<file path="config.mk">
export PLATFORM = sky130hd
export DESIGN_NAME = quantized_dot_requant
export DESIGN_NICKNAME = d
export VERILOG_FILES = /design/src/design/qdr_pkg.sv /design/src/design/quantized_dot_requant.sv
export SDC_FILE = /design/constraint.sdc
export NUM_CORES = 2
export LEC_CHECK = 0
export BUFFER_PORTS_ARGS = -buffer_cell sky130_fd_sc_hd__buf_2
export CORE_ASPECT_RATIO = 1.75
export CORE_UTILIZATION = 45
export CTS_BUF_LIST = sky130_fd_sc_hd__clkbuf_4
export DETAILED_ROUTE_END_ITERATION = 16
export PLACE_DENSITY = 0.68
export SLEW_MARGIN = 10
export SYNTH_ARGS = -nofsm -noshare
export SYNTH_HDL_FRONTEND = slang
export SYNTH_SLANG_ARGS = --single-unit
</file>
<file path="constraint.sdc">
create_clock -name aclk -period 14.85 [get_ports aclk]
set_clock_uncertainty 0.1 [all_clocks]
set_input_delay 2.2275 -clock aclk [delete_from_list [all_inputs] [get_ports aclk]]
set_output_delay 2.2275 -clock aclk [all_outputs]
set_load 0.03 [all_outputs]
</file>
<file path="src/design/qdr_pkg.sv">
package qdr_pkg;

    // Left shift applied to the accumulator before the bias add
    localparam int unsigned BIAS_SHIFT = 8;

    // Width of a rounding shift amount (largest is 31 + BIAS_SHIFT)
    localparam int unsigned SHIFT_W = 6;

    // Operating mode codes
    localparam logic [1:0] MODE_PLAIN    = 2'd0;
    localparam logic [1:0] MODE_PRELU    = 2'd1;
    localparam logic [1:0] MODE_RESIDUAL = 2'd2;

    // Output clamp limits
    localparam logic signed [63:0] OUT_MAX = 64'sd127;
    localparam logic signed [63:0] OUT_MIN = -64'sd128;

endpackage

</file>
<file path="src/design/quantized_dot_requant.sv">
// A word without last_term goes through the accept and multiply-accumulate steps.
// A word with last_term goes on through the bias, requantize and output steps; in
// residual mode, or in PReLU mode with a negative value, the residual or PReLU steps
// come first. The output step waits until the previous result is taken. No new word is
// taken until idle; all steps share one 33x33 multiplier and one 64-bit adder.
// Reset: aresetn, synchronous, active low; clears sequencer, mode, accumulator, m_valid.
module quantized_dot_requant (
    input  logic               aclk,
    input  logic               aresetn,
    input  logic               cfg_we,
    input  logic [1:0]         cfg_wdata,
    input  logic               s_valid,
    output logic               s_ready,
    input  logic signed [7:0]  s_act_value,
    input  logic signed [7:0]  s_weight_value,
    input  logic               s_last_term,
    input  logic signed [47:0] s_channel_bias,
    input  logic signed [31:0] s_out_mult,
    input  logic [4:0]         s_out_shift,
    input  logic signed [7:0]  s_out_zero_point,
    input  logic signed [31:0] s_alt_mult,
    input  logic [4:0]         s_alt_shift,
    input  logic signed [7:0]  s_residual_zero_point,
    input  logic signed [7:0]  s_residual_value,
    output logic               m_valid,
    input  logic               m_ready,
    output logic signed [7:0]  m_out_value
);

    localparam logic [3:0] ST_IDLE = 4'd0;
    localparam logic [3:0] ST_MAC  = 4'd1;
    localparam logic [3:0] ST_BIAS = 4'd2;
    localparam logic [3:0] ST_RMUL = 4'd3;
    localparam logic [3:0] ST_RRND = 4'd4;
    localparam logic [3:0] ST_RADD = 4'd5;
    localparam logic [3:0] ST_PLO  = 4'd6;
    localparam logic [3:0] ST_PHI  = 4'd7;
    localparam logic [3:0] ST_PRND = 4'd8;
    localparam logic [3:0] ST_QLO  = 4'd9;
    localparam logic [3:0] ST_QHI  = 4'd10;
    localparam logic [3:0] ST_QRND = 4'd11;
    localparam logic [3:0] ST_OUT  = 4'd12;

    typedef logic [qdr_pkg::SHIFT_W-1:0] shamt_t;

    logic [3:0]         state_reg, state_next;
    logic [1:0]         mode_reg;
    logic [31:0]        acc_reg, acc_next;
    logic [63:0]        work_reg, work_next;
    logic [63:0]        tmp_reg, tmp_next;
    logic signed [7:0]  out_reg, out_next;
    logic               m_valid_reg, m_valid_next;

    // Captured word
    logic signed [7:0]  act_reg, wgt_reg, ozp_reg, rzp_reg, res_reg;
    logic               last_reg;
    logic signed [47:0] bias_reg;
    logic signed [31:0] omult_reg, amult_reg;
    logic [4:0]         oshift_reg, ashift_reg;

    // Shared units
    logic signed [32:0] mul_a, mul_b;
    logic signed [65:0] mul_p;
    logic [63:0]        add_a, add_b, add_sum;
    shamt_t             rnd_sh;
    logic [63:0]        rnd_inc;
    logic [63:0]        rnd_out;
    logic signed [8:0]  centered;
    logic               s_accept;

    assign s_ready     = (state_reg == ST_IDLE);
    assign s_accept    = s_valid && s_ready;
    assign m_valid     = m_valid_reg;
    assign m_out_value = out_reg;

    // Shared multiplier and adder
    assign mul_p   = mul_a * mul_b;
    assign add_sum = add_a + add_b;

    // Round half up: add half an LSB, then shift arithmetically
    assign rnd_sh  = (state_reg == ST_QRND)
                   ? (shamt_t'(oshift_reg) + shamt_t'(qdr_pkg::BIAS_SHIFT))
                   : shamt_t'(ashift_reg);
    assign rnd_inc = (rnd_sh == '0) ? 64'd0 : (64'd1 << (rnd_sh - shamt_t'(1)));
    assign rnd_out = 64'($signed(add_sum) >>> rnd_sh);

    assign centered = 9'(res_reg) + 9'(rzp_reg);

    // Select operands and sequence the steps
    always_comb begin
        state_next   = state_reg;
        acc_next     = acc_reg;
        work_next    = work_reg;
        tmp_next     = tmp_reg;
        out_next     = out_reg;
        m_valid_next = m_valid_reg;
        mul_a        = '0;
        mul_b        = '0;
        add_a        = '0;
        add_b        = '0;

        // drop the result once taken
        if (m_valid_reg && m_ready) begin
            m_valid_next = 1'b0;
        end

        case (state_reg)
            ST_IDLE: begin
                if (s_accept) begin
                    state_next = ST_MAC;
                end
            end
            ST_MAC: begin
                mul_a      = 33'(act_reg);
                mul_b      = 33'(wgt_reg);
                add_a      = {32'd0, acc_reg};
                add_b      = mul_p[63:0];
                acc_next   = add_sum[31:0];
                state_next = last_reg ? ST_BIAS : ST_IDLE;
            end
            ST_BIAS: begin
                add_a     = {{32{acc_reg[31]}}, acc_reg} << qdr_pkg::BIAS_SHIFT;
                add_b     = 64'(bias_reg);
                work_next = add_sum;
                acc_next  = '0;
                if (mode_reg == qdr_pkg::MODE_RESIDUAL) begin
                    state_next = ST_RMUL;
                end else if (mode_reg == qdr_pkg::MODE_PRELU && add_sum[63]) begin
                    state_next = ST_PLO;
                end else begin
                    state_next = ST_QLO;
                end
            end
            ST_RMUL: begin
                mul_a      = 33'(centered);
                mul_b      = 33'(amult_reg);
                tmp_next   = mul_p[63:0];
                state_next = ST_RRND;
            end
            ST_RRND: begin
                add_a      = tmp_reg;
                add_b      = rnd_inc;
                tmp_next   = rnd_out;
                state_next = ST_RADD;
            end
            ST_RADD: begin
                add_a      = work_reg;
                add_b      = tmp_reg << qdr_pkg::BIAS_SHIFT;
                work_next  = add_sum;
                state_next = ST_QLO;
            end
            ST_PLO: begin
                mul_a      = {1'b0, work_reg[31:0]};
                mul_b      = 33'(amult_reg);
                tmp_next   = mul_p[63:0];
                state_next = ST_PHI;
            end
            ST_PHI: begin
                mul_a      = 33'($signed(work_reg[63:32]));
                mul_b      = 33'(amult_reg);
                add_a      = tmp_reg;
                add_b      = {mul_p[31:0], 32'd0};
                tmp_next   = add_sum;
                state_next = ST_PRND;
            end
            ST_PRND: begin
                add_a      = tmp_reg;
                add_b      = rnd_inc;
                work_next  = rnd_out;
                state_next = ST_QLO;
            end
            ST_QLO: begin
                mul_a      = {1'b0, work_reg[31:0]};
                mul_b      = 33'(omult_reg);
                tmp_next   = mul_p[63:0];
                state_next = ST_QHI;
            end
            ST_QHI: begin
                mul_a      = 33'($signed(work_reg[63:32]));
                mul_b      = 33'(omult_reg);
                add_a      = tmp_reg;
                add_b      = {mul_p[31:0], 32'd0};
                tmp_next   = add_sum;
                state_next = ST_QRND;
            end
            ST_QRND: begin
                add_a      = tmp_reg;
                add_b      = rnd_inc;
                work_next  = rnd_out;
                state_next = ST_OUT;
            end
            ST_OUT: begin
                // add zero point, clamp, and hold until the output register frees
                add_a = work_reg;
                add_b = 64'(ozp_reg);
                if (!m_valid_reg || m_ready) begin
                    if ($signed(add_sum) > qdr_pkg::OUT_MAX) begin
                        out_next = 8'sd127;
                    end else if ($signed(add_sum) < qdr_pkg::OUT_MIN) begin
                        out_next = -8'sd128;
                    end else begin
                        out_next = add_sum[7:0];
                    end
                    m_valid_next = 1'b1;
                    state_next   = ST_IDLE;
                end
            end
            default: begin
                state_next = ST_IDLE;
            end
        endcase
    end

    // Control state
    always_ff @(posedge aclk) begin
        if (!aresetn) begin
            state_reg   <= ST_IDLE;
            mode_reg    <= qdr_pkg::MODE_PLAIN;
            acc_reg     <= '0;
            m_valid_reg <= 1'b0;
        end else begin
            state_reg   <= state_next;
            acc_reg     <= acc_next;
            m_valid_reg <= m_valid_next;
            if (cfg_we) begin
                mode_reg <= cfg_wdata;
            end
        end
    end

    // Datapath registers
    always_ff @(posedge aclk) begin
        work_reg <= work_next;
        tmp_reg  <= tmp_next;
        out_reg  <= out_next;
        if (s_accept) begin
            act_reg    <= s_act_value;
            wgt_reg    <= s_weight_value;
            last_reg   <= s_last_term;
            bias_reg   <= s_channel_bias;
            omult_reg  <= s_out_mult;
            oshift_reg <= s_out_shift;
            ozp_reg    <= s_out_zero_point;
            amult_reg  <= s_alt_mult;
            ashift_reg <= s_alt_shift;
            rzp_reg    <= s_residual_zero_point;
            res_reg    <= s_residual_value;
        end
    end

    // Every accepted word goes through the multiply-accumulate step
    a_accept_mac: assert property (@(posedge aclk) disable iff (!aresetn)
        s_accept |=> state_reg == ST_MAC)
        else $error("accepted word did not enter the MAC step");

    // A result appears only from the output step
    a_valid_from_out: assert property (@(posedge aclk) disable iff (!aresetn)
        $rose(m_valid_reg) |-> $past(state_reg) == ST_OUT)
        else $error("output valid rose outside the output step");

    // Accumulator is cleared once consumed by the bias step
    a_acc_clear: assert property (@(posedge aclk) disable iff (!aresetn)
        state_reg == ST_BIAS |=> acc_reg == 32'd0)
        else $error("accumulator not cleared after bias step");

    // The PReLU path runs only on a negative value
    a_prelu_neg: assert property (@(posedge aclk) disable iff (!aresetn)
        state_reg == ST_PLO |-> work_reg[63])
        else $error("PReLU scaling on a non-negative value");

endmodule

</file>
==> results of run 1 <==
## cells in the mapped netlist, drive strengths merged (19+ instances only)
| cell | count | area, sq um |
|---|---|---|
| a221o | 114 | 1140 |
| clkbuf | 364 | 1370 |
| o22ai | 44 | 275 |
| nand2b | 24 | 150 |
| nor2 | 837 | 3150 |
| inv | 1199 | 4500 |
| xor2 | 52 | 463 |
| o31ai | 47 | 367 |
| nand3 | 75 | 380 |
| and2 | 58 | 363 |
| xnor2 | 78 | 706 |
| a211o | 28 | 245 |
| ha | 284 | 3550 |
| dfxtp | 39 | 781 |
| a211oi | 77 | 621 |
| o21ai | 250 | 1270 |
| a221oi | 112 | 1040 |
| nor3 | 104 | 541 |
| o221ai | 60 | 532 |
| fa | 1127 | 22600 |
| or2 | 19 | 119 |
| or3 | 28 | 180 |
| a21oi | 295 | 1510 |
| nor4 | 44 | 324 |
| mux2i | 69 | 698 |
| nand2 | 943 | 3540 |
| o211ai | 72 | 556 |
| o21a | 35 | 263 |
| mux2 | 20 | 229 |
| a21o | 76 | 571 |
| a222oi | 54 | 541 |
| buf | 114 | 588 |
| a22oi | 93 | 703 |
| edfxtp | 299 | 8980 |
| and3 | 25 | 161 |
| a31oi | 35 | 240 |
| nor2b | 46 | 288 |
| nand4 | 79 | 500 |
## timing repair
action | CTS
gates resized for setup | 37
buffers inserted | 19
gates cloned | 0
pin swaps | 5
endpoints found under the setup margin | 120
hold endpoints to repair | 0
## per-stage QoR
step / utilization (%) / instances / TNS, ns
CTS: 56.5 / 10800 / 0
detailed placement: 55.3 / 10700 / -32.46
global placement: 55.3 / 10700 / -21.79
floorplan: - / 7579 / 0
## kinds of logic after synthesis
| group | after synthesis |
|---|---|
| AND/OR/NAND/NOR | 2335 |
| buffers and inverters | 1677 |
| AO/OA/AOI/OAI | 1595 |
| adder cells (fa/ha/maj) | 1411 |
| flip-flops | 338 |
| XOR/XNOR | 130 |
| multiplexers | 93 |
## routing by layer
layer	GRT overflow	global-route usage, %
met3	3	49.6
met5	1	13.9
met1	5	68.4
met4	270	73.8
met2	522	93.2
==> impl_metrics.tcl, run 1 <==
set metrics [dict create \
    status "did not finish" \
    stop_stage "global routing" \
    tool.error "[ERROR GRT-0116] Global routing finished with congestion. Check the congestion regions in the DRC Viewer." \
    post_dp_cell_area_sq_um 81200 \
    syn-num-nets 9160 \
    ys.flop_type "edfxtp_1" \
    start_util_pct 45.4 \
    grt_pass1_vias 85500 \
    synth_edf_count 299 \
    synth-adder-area-share_pct 39.3 \
    yosysWarnings 0 \
    dp_slack_ns -0.592 \
    grt_max_degree 83 \
    ctsHoldBuffers 0 \
    syn_area_per_cell_sq_um 8.77 \
    die_x_microns 293 \
    io-pin-count 180 \
    fp-row-count 186 \
    grt_usage_pct 70.5 \
    synth-simple-area-share_pct 15.3 \
    h-tree-depth 3 \
    ctsLongestPathBuffers 3 \
    synthMuxAreaShare_pct 1.53 \
    ys_ff_latch 338 \
    synth_top_family_by_area "adder cells" \
    grt_pass1_wl_microns 756000 \
    cts_buffers 89 \
    overflow 801 \
    root_buffer "clkbuf_4" \
    ys_seq_area_share_pct 14.7 \
    dpl.hpwl_microns 349000 \
    synth_compound_area_share_pct 17.8 \
    routabilityCongestion 1.19 \
    die_h_microns 511 \
    netlist_instances 7579 \
    numPortBuffers 179 \
    synthXorXnorAreaFrac_pct 1.76 \
    cts.sinks 338 \
    synth_area_sq_um 66500 \
    async_flop_share_pct 0 \
    synth_cell_types 123 \
]
==> run 2: changes to the inputs <==
--- a/config.mk
+++ b/config.mk
@@ -6,11 +6,9 @@
 export NUM_CORES = 2
 export LEC_CHECK = 0
 export BUFFER_PORTS_ARGS = -buffer_cell sky130_fd_sc_hd__buf_2
-export CORE_ASPECT_RATIO = 1.75
-export CORE_UTILIZATION = 45
-export CTS_BUF_LIST = sky130_fd_sc_hd__clkbuf_4
+export CORE_UTILIZATION = 30
 export DETAILED_ROUTE_END_ITERATION = 16
-export PLACE_DENSITY = 0.68
+export PLACE_DENSITY_LB_ADDON = 0.15
 export SLEW_MARGIN = 10
 export SYNTH_ARGS = -nofsm -noshare
 export SYNTH_HDL_FRONTEND = slang
==> impl_metrics.tcl, run 2 <==
set metrics [dict create \
    startpoint "state_reg[0]$_SDFFE_PN0P_" \
    io-pin-count 180 \
    cp-end-kind "register" \
    max_freq_mhz 69.2 \
    synth_top_area_cell "fa_1" \
    syn-num-nets 9160 \
    routabilityCongestion 1.01 \
    h-tree-depth 2 \
    final_cell_mix "1197 x inv_1, 1126 x fa_1, 983 x buf_4, 937 x nand2_1, 825 x nor2_1" \
    cp.required_ns 15.28 \
    min_path_type "reg2reg" \
    yosysWarnings 0 \
    grt_pass1_vias 65700 \
    drc 0 \
    max-cap-violations 0 \
    dpl.hpwl_microns 312000 \
    ctsLongestPathBuffers 3 \
    start_util_pct 30.2 \
    synth_edf_count 299 \
    crit_type "reg2reg" \
    crit_fanout 39 \
    p_leak_nw 35.7 \
    drt_wl_total_microns 377000 \
    drive_gt1_share_pct 18.5 \
    viasPerCell 5.69 \
    min_period_ns 14.46 \
    drv_slew 0 \
    die_h_microns 473 \
    power_density_nw_per_um2 101 \
    final_nets 9950 \
    final_common_cell "inv_1" \
    vdd_drop_max_v 0.0000957 \
    die-area_sq_um 224000 \
    cts.sinks 338 \
    synth_area_sq_um 66500 \
    post_dp_cell_area_sq_um 78500 \
    post_drt_wl_per_cell_microns 33.2 \
    ys_seq_area_share_pct 14.7 \
    drtAntennaViolNets 0 \
    setup_viol 0 \
    fp-row-count 172 \
    core_sq_um 220000 \
    root_buffer "clkbuf_16" \
    grt_usage_pct 33.6 \
    synthTopCellsByCount "1198 x inv_1, 1127 x fa_1, 942 x nand2_1, 835 x nor2_1, 363 x clkbuf_1" \
    cts_buffers 42 \
    slowest_delay_ns 0.62 \
    antenna_found_initial 27 \
    hold_ws_ns 0.445 \
    cpMaxStageDelayCell "a221oi_2" \
    worst_setup_path_start_kind "register" \
    tightest_slew_ns 1.42 \
    overflow 0 \
    syn_area_per_cell_sq_um 8.77 \
    endpoint "work_reg[29]$_DFFE_PP_" \
    ys.flop_type "edfxtp_1" \
    ys_ff_latch 338 \
    clkLatencyLatePin_ns 0.66 \
    max_slew_margin_pct 4.67 \
    final-hold-violation-count 0 \
    drt-initial-drc-count 7268 \
    die_x_microns 473 \
    grt_max_degree 86 \
    rr_startpoint "state_reg[0]$_SDFFE_PN0P_" \
    arrival_ns 14.89 \
    cts_tree "done" \
    netlist_instances 7579 \
    syn_to_final_growth_pct 20.7 \
    timing.rr.end "work_reg[29]$_DFFE_PP_" \
    period_share_pct 97.4 \
    reg2reg_depth 50 \
    synth_top_cells_by_area "fa_1 34%, edfxtp_1 14%, inv_1 6.8%" \
    path_clk_slew_ns 0.06 \
    r2r_slack_ns 0.39 \
    numPortBuffers 179 \
    status "finished, final reports clean" \
    synth_top_area_share_pct 33.9 \
    finalInstanceArea_sq_um 80200 \
    path_common_cell "buf_4" \
    async_flop_share_pct 0 \
    drtPass1Iterations 11 \
    yosysMostFrequentCell "inv_1" \
    grt_pass1_wl_microns 527000 \
    vias 64600 \
    synth_cell_types 123 \
]
[run 2: cell counts after synthesis]
Identical to the previous run, type by type.
[run 2: what timing repair did]
item | CTS | global route
resized for setup | 12 | 70
pin swaps | 0 | 11
endpoints found under the setup margin | 111 | 132
endpoints found under the hold margin | 0 | 0
hold buffers | 0 | 0
setup buffers | 0 | 5
gates cloned | 0 | 0
[run 2: worst min-delay path by stage]
stage | startpoint | end | slack, ns | cells past startpoint
after floorplan | acc_reg[31]$_SDFFE_PN0P_ | acc_reg[31]$_SDFFE_PN0P_ | 0.40 | 2
after global placement | acc_reg[31]$_SDFFE_PN0P_ | acc_reg[31]$_SDFFE_PN0P_ | 0.43 | 2
after detailed placement | acc_reg[2]$_SDFFE_PN0P_ | acc_reg[2]$_SDFFE_PN0P_ | 0.45 | 2
after CTS | last_reg$_DFFE_PP_ | state_reg[1]$_SDFFE_PN0P_ | 0.44 | 2
after global routing | last_reg$_DFFE_PP_ | state_reg[1]$_SDFFE_PN0P_ | 0.46 | 2
final | last_reg$_DFFE_PP_ | state_reg[1]$_SDFFE_PN0P_ | 0.44 | 2
[run 2: power breakdown]
part	leakage [nW]	switching (W)	total [W]	internal, W
sequential	3.13	0.0000953	0.00126	0.00117
combinational	31.9	0.00368	0.00577	0.00209
clock	0.642	0.000482	0.00106	0.000582
total	35.7	0.00425	0.00809	0.00384
[run 2: worst max-delay path: cells and delay by family (launching register included)]
family                   cells  cell delay [ns]
AO/OA/AOI/OAI               17             4.14
XOR/XNOR                     1             0.23
adder cells (fa/ha/maj)     10             4.54
buffers and inverters       12             2.73
flip-flops                   1             0.52
multiplexers                 1             0.26
AND/OR/NAND/NOR              9             1.76
[run 2: layer usage]
metal  track usage [%]  share of wire, %  up-vias
met1              42.9                40    33100
met2              52.5                44     3488
li1                  -                 -    27100
met3              6.40               8.3      923
met5                 0             0.038        -
met4              20.2               7.5       24
[run 2: final cells by class]
class / count / area, sq um
clock buffers: 50 / 1100
multi-input cells: 5564 / 51400
diodes: 8 / 20.0
well taps: 2958 / 3700
fillers: 22900 / 140000
flip-flops and latches: 338 / 9760
clock inverters: 25 / 213
repair buffers: 1224 / 9510
inverters: 1199 / 4500
[run 2: cell families (layout without fill, tap and decap cells)]
family,after synthesis,in the layout,synth area share (%)
buf+inv,1677,2498,9.71
xor+xnor,130,130,1.76
compound gates,1595,1595,17.8
mux,93,93,1.53
fa+ha+maj,1411,1411,39.3
other cells,0,8,0
flops,338,338,14.7
simple gates,2335,2335,15.3
[run 2: through the flow]
step	total power [W]	utilization [%]	setup TNS (ns)	setup slack [ns]	std cells
4_1_cts	0.00793	36.3	0	0.0364	11400
3_3_place_gp	0.00684	35.7	-33.71	-0.806	11300
2_1_floorplan	0.00385	-	0	1.47	7579
3_5_place_dp	0.00680	35.7	-15.88	-0.588	11300
5_1_grt	0.00841	36.5	-0.0378	-0.0233	11400
6_report	0.00809	36.5	0	0.390	11400
Power figures use the tool's default switching activity.
